==> config.mk <==
export PLATFORM = sky130hd
export DESIGN_NAME = clipped_texture_block_blit
export DESIGN_NICKNAME = d
export VERILOG_FILES = /design/src/hw/rtl/cbb_pkg.sv /design/src/hw/rtl/clipped_texture_block_blit.sv /design/src/hw/rtl/cbb_front.sv /design/src/hw/rtl/cbb_queue.sv /design/src/hw/rtl/cbb_back.sv
export SDC_FILE = /design/constraint.sdc
export NUM_CORES = 1
export LEC_CHECK = 0
export ABC_CLOCK_PERIOD_IN_PS = 31400
export BUFFER_PORTS_ARGS = -buffer_cell sky130_fd_sc_hd__buf_2
export CORE_MARGIN = 1.5
export CORE_UTILIZATION = 50
export CTS_BUF_LIST = sky130_fd_sc_hd__clkbuf_8
export CTS_CLUSTER_DIAMETER = 80
export DETAILED_ROUTE_END_ITERATION = 10
export PLACE_DENSITY = 0.68
export REMOVE_ABC_BUFFERS = 1
export SKIP_LAST_GASP = 1
export SYNTH_ARGS = -nofsm -noshare
export SYNTH_HDL_FRONTEND = slang
export SYNTH_SLANG_ARGS = --single-unit
export TNS_END_PERCENT = 50
==> constraint.sdc <==
create_clock -name clk_i -period 31.4 [get_ports clk_i]
set_input_delay 4.71 -clock clk_i [delete_from_list [all_inputs] [get_ports clk_i]]
set_output_delay 4.71 -clock clk_i [all_outputs]
set_load 0.1 [all_outputs]
==> src/hw/rtl/cbb_pkg.sv <==
// Shared types, constants and helpers for the clipped texture block blitter.
// No dependencies; every other file of the block imports this package.
package cbb_pkg;

  localparam int unsigned MAX_BLOCK_SIZE = 8;
  localparam int unsigned CNT_W          = 4;   // holds 0..MAX_BLOCK_SIZE
  localparam int unsigned COORD_W        = 13;  // signed block corner
  localparam int unsigned SCREEN_W       = 12;
  localparam int unsigned STRIDE_W       = 14;
  localparam int unsigned ADDR_W         = 32;
  localparam int unsigned FIX_W          = 32;  // 16.16 coordinates
  localparam int unsigned FRAC_BITS      = 16;
  localparam int unsigned TEX_LOG2       = 7;   // 128x128 texture
  localparam int unsigned IDX_W          = 2 * TEX_LOG2;
  localparam int unsigned ROW_OFF_W      = SCREEN_W + STRIDE_W;
  localparam int unsigned CFG_IDX_W      = 3;
  localparam int unsigned QDEPTH         = 2;

  typedef enum logic [CFG_IDX_W-1:0] {
    REG_SCREEN_WIDTH  = 3'd0,
    REG_SCREEN_HEIGHT = 3'd1,
    REG_ROW_STRIDE    = 3'd2,
    REG_FRAME_BASE    = 3'd3,
    REG_WIDE_PIXELS   = 3'd4
  } reg_idx_e;

  typedef enum logic {
    ST_IDLE = 1'b0,
    ST_RUN  = 1'b1
  } back_state_e;

  typedef struct packed {
    logic [SCREEN_W-1:0] screen_width;
    logic [SCREEN_W-1:0] screen_height;
    logic [STRIDE_W-1:0] row_stride;
    logic [ADDR_W-1:0]   frame_base;
    logic                wide_pixels;
  } cfg_t;

  // One clipped block, ready for the pixel walker.
  typedef struct packed {
    logic [SCREEN_W-1:0]  x0;
    logic [CNT_W-1:0]     nx;
    logic [CNT_W-1:0]     ny;
    logic [ROW_OFF_W-1:0] row_off;  // first visible row times stride
    logic [FIX_W-1:0]     step;
    logic [FIX_W-1:0]     u;
    logic [FIX_W-1:0]     v;
    logic [ADDR_W-1:0]    tex;
  } desc_t;

  typedef struct packed {
    logic [SCREEN_W-1:0] lo;
    logic [CNT_W-1:0]    cnt;
  } span_t;

  // Intersect [start, start+size) with [0, limit).
  function automatic span_t clip_span(input logic signed [COORD_W-1:0] start,
                                      input logic [CNT_W-1:0] size,
                                      input logic [SCREEN_W-1:0] limit);
    logic signed [COORD_W:0] a;
    logic signed [COORD_W:0] b;
    logic signed [COORD_W:0] lim;
    logic signed [COORD_W:0] diff;
    span_t res;
    a    = (start < 0) ? '0 : {start[COORD_W-1], start};
    b    = {start[COORD_W-1], start} + $signed({{(COORD_W+1-CNT_W){1'b0}}, size});
    lim  = $signed({{(COORD_W+1-SCREEN_W){1'b0}}, limit});
    if (b > lim) begin
      b = lim;
    end
    diff    = b - a;
    res.lo  = a[SCREEN_W-1:0];
    res.cnt = (b > a) ? diff[CNT_W-1:0] : '0;
    return res;
  endfunction

endpackage

==> src/hw/rtl/clipped_texture_block_blit.sv <==
// Clipped texture block blitter: one square block request in, one address word
// per visible pixel out (framebuffer byte address, texel byte address, last flag),
// row-major. The front stage clips a request and a two-entry descriptor queue
// decouples it from the pixel walker, which emits one pixel per cycle while the
// result is taken, after a load step for each descriptor. Blocks clipped away
// entirely give no words. Configuration registers must be written through the
// cfg port only while the block is idle; the block itself does not enforce this.
// Depends on cbb_pkg, cbb_front, cbb_queue and cbb_back.
module clipped_texture_block_blit import cbb_pkg::*; (
  input  logic                      clk_i,
  input  logic                      rst_ni,
  input  logic                      cfg_valid_i,
  output logic                      cfg_ready_o,
  input  logic [CFG_IDX_W-1:0]      cfg_index_i,
  input  logic [31:0]               cfg_data_i,
  input  logic                      push_i,
  output logic                      full_o,
  input  logic signed [COORD_W-1:0] block_x_i,
  input  logic signed [COORD_W-1:0] block_y_i,
  input  logic [CNT_W-1:0]          block_size_i,
  input  logic [FIX_W-1:0]          step_i,
  input  logic [FIX_W-1:0]          u_start_i,
  input  logic [FIX_W-1:0]          v_start_i,
  input  logic [ADDR_W-1:0]         texture_base_i,
  input  logic                      pop_i,
  output logic                      empty_o,
  output logic [ADDR_W-1:0]         dest_addr_o,
  output logic [ADDR_W-1:0]         texel_addr_o,
  output logic                      last_o
);

  cfg_t  cfg_q;
  desc_t f_desc, q_desc;
  logic  f_push, q_full, q_pop, q_empty;

  assign cfg_ready_o = 1'b1;

  always_ff @(posedge clk_i or negedge rst_ni) begin
    if (!rst_ni) begin
      cfg_q.screen_width  <= SCREEN_W'(640);
      cfg_q.screen_height <= SCREEN_W'(480);
      cfg_q.row_stride    <= STRIDE_W'(640);
      cfg_q.frame_base    <= '0;
      cfg_q.wide_pixels   <= 1'b0;
    end else if (cfg_valid_i && cfg_ready_o) begin
      // Unknown indexes are dropped.
      unique case (reg_idx_e'(cfg_index_i))
        REG_SCREEN_WIDTH:  cfg_q.screen_width  <= cfg_data_i[SCREEN_W-1:0];
        REG_SCREEN_HEIGHT: cfg_q.screen_height <= cfg_data_i[SCREEN_W-1:0];
        REG_ROW_STRIDE:    cfg_q.row_stride    <= cfg_data_i[STRIDE_W-1:0];
        REG_FRAME_BASE:    cfg_q.frame_base    <= cfg_data_i[ADDR_W-1:0];
        REG_WIDE_PIXELS:   cfg_q.wide_pixels   <= cfg_data_i[0];
        default: ;
      endcase
    end
  end

  cbb_front u_front (
    .clk_i          (clk_i),
    .rst_ni         (rst_ni),
    .cfg_i          (cfg_q),
    .push_i         (push_i),
    .full_o         (full_o),
    .block_x_i      (block_x_i),
    .block_y_i      (block_y_i),
    .block_size_i   (block_size_i),
    .step_i         (step_i),
    .u_start_i      (u_start_i),
    .v_start_i      (v_start_i),
    .texture_base_i (texture_base_i),
    .q_push_o       (f_push),
    .q_full_i       (q_full),
    .q_desc_o       (f_desc)
  );

  cbb_queue u_queue (
    .clk_i   (clk_i),
    .rst_ni  (rst_ni),
    .push_i  (f_push),
    .wdata_i (f_desc),
    .full_o  (q_full),
    .pop_i   (q_pop),
    .rdata_o (q_desc),
    .empty_o (q_empty)
  );

  cbb_back u_back (
    .clk_i        (clk_i),
    .rst_ni       (rst_ni),
    .cfg_i        (cfg_q),
    .q_desc_i     (q_desc),
    .q_empty_i    (q_empty),
    .q_pop_o      (q_pop),
    .pop_i        (pop_i),
    .empty_o      (empty_o),
    .dest_addr_o  (dest_addr_o),
    .texel_addr_o (texel_addr_o),
    .last_o       (last_o)
  );

endmodule

==> src/hw/rtl/cbb_front.sv <==
// Front stage: takes a block request, clips it to the screen and computes the
// first row offset. Depends on cbb_pkg.
module cbb_front import cbb_pkg::*; (
  input  logic                       clk_i,
  input  logic                       rst_ni,
  input  cfg_t                       cfg_i,
  input  logic                       push_i,
  output logic                       full_o,
  input  logic signed [COORD_W-1:0]  block_x_i,
  input  logic signed [COORD_W-1:0]  block_y_i,
  input  logic [CNT_W-1:0]           block_size_i,
  input  logic [FIX_W-1:0]           step_i,
  input  logic [FIX_W-1:0]           u_start_i,
  input  logic [FIX_W-1:0]           v_start_i,
  input  logic [ADDR_W-1:0]          texture_base_i,
  output logic                       q_push_o,
  input  logic                       q_full_i,
  output desc_t                      q_desc_o
);

  logic                      valid_q, valid_d;
  logic signed [COORD_W-1:0] bx_q, by_q;
  logic [CNT_W-1:0]          size_q;
  logic [FIX_W-1:0]          step_q, u_q, v_q;
  logic [ADDR_W-1:0]         tex_q;
  logic [CNT_W-1:0]          size_sat;
  span_t                     xs, ys;
  logic                      visible, accept, leave;

  assign size_sat = (size_q > CNT_W'(MAX_BLOCK_SIZE)) ? CNT_W'(MAX_BLOCK_SIZE) : size_q;
  assign xs       = clip_span(bx_q, size_sat, cfg_i.screen_width);
  assign ys       = clip_span(by_q, size_sat, cfg_i.screen_height);
  assign visible  = (xs.cnt != '0) && (ys.cnt != '0);

  // Drop blocks clipped away entirely without touching the queue.
  assign leave    = valid_q && (!visible || !q_full_i);
  assign q_push_o = valid_q && visible && !q_full_i;
  assign full_o   = valid_q && !leave;
  assign accept   = push_i && !full_o;

  always_comb begin
    q_desc_o.x0      = xs.lo;
    q_desc_o.nx      = xs.cnt;
    q_desc_o.ny      = ys.cnt;
    q_desc_o.row_off = ROW_OFF_W'(ys.lo) * ROW_OFF_W'(cfg_i.row_stride);
    q_desc_o.step    = step_q;
    q_desc_o.u       = u_q;
    q_desc_o.v       = v_q;
    q_desc_o.tex     = tex_q;
  end

  always_comb begin
    valid_d = valid_q;
    if (accept) begin
      valid_d = 1'b1;
    end else if (leave) begin
      valid_d = 1'b0;
    end
  end

  always_ff @(posedge clk_i or negedge rst_ni) begin
    if (!rst_ni) begin
      valid_q <= 1'b0;
    end else begin
      valid_q <= valid_d;
    end
  end

  always_ff @(posedge clk_i) begin
    if (accept) begin
      bx_q   <= block_x_i;
      by_q   <= block_y_i;
      size_q <= block_size_i;
      step_q <= step_i;
      u_q    <= u_start_i;
      v_q    <= v_start_i;
      tex_q  <= texture_base_i;
    end
  end

endmodule

==> src/hw/rtl/cbb_queue.sv <==
// Short descriptor queue between the front stage and the pixel walker.
// Depends on cbb_pkg.
module cbb_queue import cbb_pkg::*; (
  input  logic  clk_i,
  input  logic  rst_ni,
  input  logic  push_i,
  input  desc_t wdata_i,
  output logic  full_o,
  input  logic  pop_i,
  output desc_t rdata_o,
  output logic  empty_o
);

  localparam int unsigned PTR_W = (QDEPTH > 1) ? $clog2(QDEPTH) : 1;
  localparam int unsigned CNT_QW = $clog2(QDEPTH + 1);

  desc_t             mem_q [QDEPTH];
  logic [PTR_W-1:0]  wptr_q, rptr_q;
  logic [CNT_QW-1:0] cnt_q;
  logic              do_push, do_pop;

  assign full_o  = (cnt_q == CNT_QW'(QDEPTH));
  assign empty_o = (cnt_q == '0);
  assign do_push = push_i && !full_o;
  assign do_pop  = pop_i && !empty_o;
  assign rdata_o = mem_q[rptr_q];

  function automatic logic [PTR_W-1:0] wrap_inc(input logic [PTR_W-1:0] p);
    return (p == PTR_W'(QDEPTH - 1)) ? '0 : p + 1'b1;
  endfunction

  always_ff @(posedge clk_i or negedge rst_ni) begin
    if (!rst_ni) begin
      wptr_q <= '0;
      rptr_q <= '0;
      cnt_q  <= '0;
    end else begin
      if (do_push) begin
        wptr_q <= wrap_inc(wptr_q);
      end
      if (do_pop) begin
        rptr_q <= wrap_inc(rptr_q);
      end
      if (do_push && !do_pop) begin
        cnt_q <= cnt_q + 1'b1;
      end else if (do_pop && !do_push) begin
        cnt_q <= cnt_q - 1'b1;
      end
    end
  end

  always_ff @(posedge clk_i) begin
    if (do_push) begin
      mem_q[wptr_q] <= wdata_i;
    end
  end

endmodule

==> src/hw/rtl/cbb_back.sv <==
// Pixel walker: steps through one clipped block per descriptor and emits one
// address word per visible pixel through an output register. Depends on cbb_pkg.
module cbb_back import cbb_pkg::*; (
  input  logic               clk_i,
  input  logic               rst_ni,
  input  cfg_t               cfg_i,
  input  desc_t              q_desc_i,
  input  logic               q_empty_i,
  output logic               q_pop_o,
  input  logic               pop_i,
  output logic               empty_o,
  output logic [ADDR_W-1:0]  dest_addr_o,
  output logic [ADDR_W-1:0]  texel_addr_o,
  output logic               last_o
);

  back_state_e         state_q, state_d;
  logic [FIX_W-1:0]    u_q, v_q, step_q;
  logic [ADDR_W-1:0]   tex_q, row_addr_q;
  logic [SCREEN_W-1:0] x0_q, col_q;
  logic [CNT_W-1:0]    nx_q, ny_q, ccnt_q, rcnt_q;
  logic                out_valid_q;
  logic [ADDR_W-1:0]   dest_q, texel_q;
  logic                last_q;

  logic                load, adv, last_col, last_row;
  logic [FIX_W-1:0]    u_next;
  logic [IDX_W-1:0]    idx;
  logic [ADDR_W-1:0]   dest_d, texel_d;

  assign last_col = (ccnt_q == nx_q - 1'b1);
  assign last_row = (rcnt_q == ny_q - 1'b1);

  // Row bits sit above the column bits, so the index is a plain concatenation.
  assign u_next  = u_q + step_q;
  assign idx     = {v_q[FRAC_BITS+TEX_LOG2-1:FRAC_BITS], u_next[FRAC_BITS+TEX_LOG2-1:FRAC_BITS]};
  assign dest_d  = row_addr_q + (ADDR_W'(col_q) << cfg_i.wide_pixels);
  assign texel_d = tex_q + (ADDR_W'(idx) << cfg_i.wide_pixels);

  always_comb begin
    state_d = state_q;
    unique case (state_q)
      ST_IDLE: begin
        if (!q_empty_i) begin
          state_d = ST_RUN;
        end
      end
      ST_RUN: begin
        if (adv && last_col && last_row) begin
          state_d = ST_IDLE;
        end
      end
      default: state_d = ST_IDLE;
    endcase
  end

  always_comb begin
    load = 1'b0;
    adv  = 1'b0;
    unique case (state_q)
      ST_IDLE: load = !q_empty_i;
      ST_RUN:  adv  = !out_valid_q || pop_i;
      default: ;
    endcase
  end

  assign q_pop_o      = load;
  assign empty_o      = !out_valid_q;
  assign dest_addr_o  = dest_q;
  assign texel_addr_o = texel_q;
  assign last_o       = last_q;

  always_ff @(posedge clk_i or negedge rst_ni) begin
    if (!rst_ni) begin
      state_q     <= ST_IDLE;
      out_valid_q <= 1'b0;
    end else begin
      state_q <= state_d;
      if (adv) begin
        out_valid_q <= 1'b1;
      end else if (pop_i) begin
        out_valid_q <= 1'b0;
      end
    end
  end

  always_ff @(posedge clk_i) begin
    if (load) begin
      u_q        <= q_desc_i.u;
      v_q        <= q_desc_i.v;
      step_q     <= q_desc_i.step;
      tex_q      <= q_desc_i.tex;
      row_addr_q <= cfg_i.frame_base + ADDR_W'(q_desc_i.row_off);
      x0_q       <= q_desc_i.x0;
      col_q      <= q_desc_i.x0;
      nx_q       <= q_desc_i.nx;
      ny_q       <= q_desc_i.ny;
      ccnt_q     <= '0;
      rcnt_q     <= '0;
    end else if (adv) begin
      u_q     <= u_next;
      dest_q  <= dest_d;
      texel_q <= texel_d;
      last_q  <= last_col && last_row;
      if (last_col) begin
        // Wrap to the next row; u keeps running.
        ccnt_q     <= '0;
        col_q      <= x0_q;
        rcnt_q     <= rcnt_q + 1'b1;
        v_q        <= v_q + step_q;
        row_addr_q <= row_addr_q + ADDR_W'(cfg_i.row_stride);
      end else begin
        ccnt_q <= ccnt_q + 1'b1;
        col_q  <= col_q + 1'b1;
      end
    end
  end

endmodule
==> out/results.md <==
| Metric | This run |
|---|---|
| Fmax achieved | 0.0791 GHz |
| Effective utilization at floorplan | 50.4% |
| Crit path max-delay family | compound AO/OA/AOI/OAI gates |
| Detailed-routing iteration count for the pre-antenna-repair pass | 4 |
| Slew @ Worst Pin | 1.15 ns |
| Most repeated cell in the gate-level netlist after synthesis | edfxtp_1 |
| Post-Synth XOR/XNOR Area | 4.74% |
| Startpoint type of the worst setup path | flop |
| Fraction of layout cells with a size suffix above 1 | 19.2% |
| IR drop worst, VDD | 0.0000541 V |
| CTS tree | built |
| Number of CTS-inserted buffers | 130 |
| Clock period minus final worst setup slack | 12.65 ns |
| Count of antenna-violating nets left after detailed routing | 0 |
| Buffers on Ports | 237 |
| Clock net sink count | 741 |
| Worst setup slack after layout | 18.75 ns |
| Setup repair after global routing missed its margin | no |
| Slew HR | 23.2% |
| Cell type contributing the most total cell area after synthesis | edfxtp_1 |
| Fill cell total of the finished layout | 6,547 |
| Mean routed wirelength per cell | 18.2 microns |
| Hold buffer count at cts | 0 |
| Share of the synthesized area in compound gates (AO/OA/AOI/OAI) | 7.69% |
| Critical path buffers and inverters | 4 |
| Commonest cells in the synthesized netlist | 655 x edfxtp_1, 281 x nand2_1, 238 x ha_1, 236 x inv_1, 191 x mux2_2 |
| Die extent in y | 285 microns |
| CTS HTree Levels | 4 |
| Yosys reg bits | 741 |
| Delay of the slowest cell on the worst path | 0.86 ns |
| Total global routing overflow | 0 |
| Slowest cell on the critical path | nor2_1 |
| Final number of hold-violating endpoints | 0 |
| Number of flops mapped to enable cells by yosys | 655 |
| Final setup violation count | 0 |
| Area fraction in and, or, nand and nor cells after synthesis | 9.17% |
| Final Cell Area | 44,800 sq um |
| Layout Area Growth over Synthesis | 12.4% |
| Dominant combinational cell family by area after synthesis | adder cells |
| Residual DRC count | 0 |
| Total of max-cap violations | 0 |
| Cells resized by post-CTS repair | 0 |
| Placed wire-length estimate | 59,500 microns |
| Pin count of the biggest net entering global routing | 101 |
| Clk Latency, worst-skew pair | 0.80 ns |
| Via count of the routed design | 24.5k |
| Antenna violations before repair | 7 |
| Cell row count | 103 |
| Area enclosed by the die boundary | 81,400 sq um |
| Placement Setup Slack | 19.55 ns |
| Synth area leaders | edfxtp_1 49%, ha_1 7.5%, fa_1 6.5% |
| First-pass GRT wire length | 132,000 microns |
| Reg clk slew, reported paths | 0.06 ns |
| CP Data Arrival Time | 7.94 ns |
| Register area share after synthesis | 54.7% |
| Vias per inst | 5.32 |
| Share of the clock period used by the worst path | 40.3% |
| Share of synthesized flip-flops with an asynchronous set or reset | 10.5% |
| Bufs on Longest Clock Path | 3 |
| Total design power | 3.90 mW |
| Worst Skew | 0.0681 ns |
| Buffer type at the clock tree root | clkbuf_8 |
| Netlist area before placement | 39,900 sq um |
| Fraction of the mapped netlist area in adder cells | 14.0% |
| Hold/Removal Path Class | reg -> reg |
| Total negative setup slack | 0 ns |
| YS warnings | 0 |
| Critical path required time | 26.69 ns |
| Classification of the worst setup path | reg -> out |
| Synthesized instance count | 3,136 |
| Endpoint class of the critical path | output pin |
| Share of synthesized area spent on multiplexers | 6.60% |
| # Post-CTS Setup Buffers | 0 |
| Number of distinct library cells after synthesis | 89 |
| Yosys top cell area share | 49.4% |
| CP max FO | 12 |
| Die Wd | 285 microns |
| Number of placed I/O pins | 266 |
| Outcome | complete, no violations |
| Average instance area after synthesis | 12.7 sq um |
| Area of the core region | 79,000 sq um |
| Ratio of total power to cell area | 87.0 nW/um^2 |
| Number of max-slew violations in the final report | 0 |
| GRT Overall Usage | 20.8% |
| Placer congestion estimate | 0.860 |
| LEAKAGE | 18.0 nW |
| Violation count after the first detailed-route iteration | 1,265 |
| Primary flip-flop cell chosen by synthesis mapping | edfxtp_1 |
| Wire length reported by the detailed router | 83,900 microns |
| Dpl cell area | 42,300 sq um |
| Final nets | 4,008 |
| Vias in the first global route | 25.1k |
area by class of cell:
cell class / count / area [sq um] / area share [%]
sequential: 741 / 21800 / 48.6
multi-input combinational: 2068 / 16900 / 37.6
clock buffer: 137 / 1890 / 4.21
timing repair buffer: 264 / 1400 / 3.13
tap: 1050 / 1310 / 2.93
inverter: 237 / 895 / 2.00
clock inverter: 100 / 632 / 1.41
antenna: 5 / 12.5 / 0.0279
worst paths after layout:
check,from,endpoint,depth (start not counted),slack [ns]
max in group asynchronous,rst_ni,cfg_q[44]$_DFFE_PN0P_,2,26.48
min in group asynchronous,rst_ni,cfg_q[25]$_DFFE_PN0P_,1,3.80
hold / removal,u_front.u_q[0]$_DFFE_PP_,u_queue.mem_q[1][64]$_DFFE_PP_,0,0.43
hold reg to reg,u_front.u_q[0]$_DFFE_PP_,u_queue.mem_q[1][64]$_DFFE_PP_,0,0.43
setup reg to reg,u_front.size_q[3]$_DFFE_PP_,u_queue.mem_q[0][64]$_DFFE_PP_,29,21.83
setup / recovery,u_front.size_q[3]$_DFFE_PP_,full_o,30,18.75
flip-flops by register name, summed over array words and instances, names as in the netlist, 12 cells and up:
name	flops
u_back.step_q	23
u_back.texel_addr_o	32
u_front.step_q	23
u_back.dest_addr_o	32
u_back.v_q	23
u_back.row_addr_q	32
u_back.tex_q	32
u_front.v_q	23
u_back.u_q	23
u_front.tex_q	32
u_front.bx_q	13
u_queue.mem_q	294
u_back.col_q	12
cfg_q	71
u_front.u_q	23
u_front.by_q	13
u_back.x0_q	12
worst reg2reg max path: cells and delay by family (launching register included):
kind                       cells  cell delay, ns
and+or+nand+nor               11            3.27
AOI/OAI and AO/OA              9            1.85
buffers and inverters          3            1.68
adders and majority gates      4            1.19
DFF                            1            0.49
muxes                          1            0.43
xor gates and xnor gates       1            0.17
per-layer routing:
layer,GRT usage [%],share of wire [%],vias up
met4,8.56,2.9,4
li1,-,-,11834
met1,26.4,43,11968
met5,0,0.032,-
met2,35.4,49,535
met3,3.65,4.8,144
placed cells by master (no fill, tap or decap), drive strengths merged, types with 6 or more instances in the layout:
cell	count
inv	286
dfxtp	8
fa	130
a21boi	6
nor2b	55
o21bai	13
dfstp	8
clkbuf	137
mux2	191
nand2b	32
nand2	281
o211ai	9
a21o	35
dfrtp	70
a21oi	153
xor2	87
a211oi	23
edfxtp	655
and4	8
o31ai	13
nand3	46
ha	238
or3	15
and3	22
xnor2	128
o22ai	9
nor2	182
buf	264
or2	8
and2	55
mux2i	48
nand4	24
o21ai	142
o21a	34
nor3	17
clkinv	48
logic make-up after synthesis:
family	count (synthesis)
AO/OA/AOI/OAI	483
other	1
flip-flops	741
AND/OR/NAND/NOR	762
buffers and inverters	327
XOR/XNOR	215
adder cells (fa/ha/maj)	368
multiplexers	239
where the power goes:
part / internal [mW] / switching [mW] / total, mW
Sequential: 1.32 / 0.110 / 1.43
Combinational: 0.624 / 0.991 / 1.62
Clock: 0.440 / 0.409 / 0.849
stage by stage:
stage,hold WS [ns],std cells,utilization (%)
global route,0.432,4602,56.7
CTS,0.421,4597,56.7
detailed placement,0.431,4360,53.5
floorplan,0.421,3046,-
finish,0.426,4602,56.7
global placement,0.421,4360,53.5
Note: power is estimated with default switching activity, not from simulation.
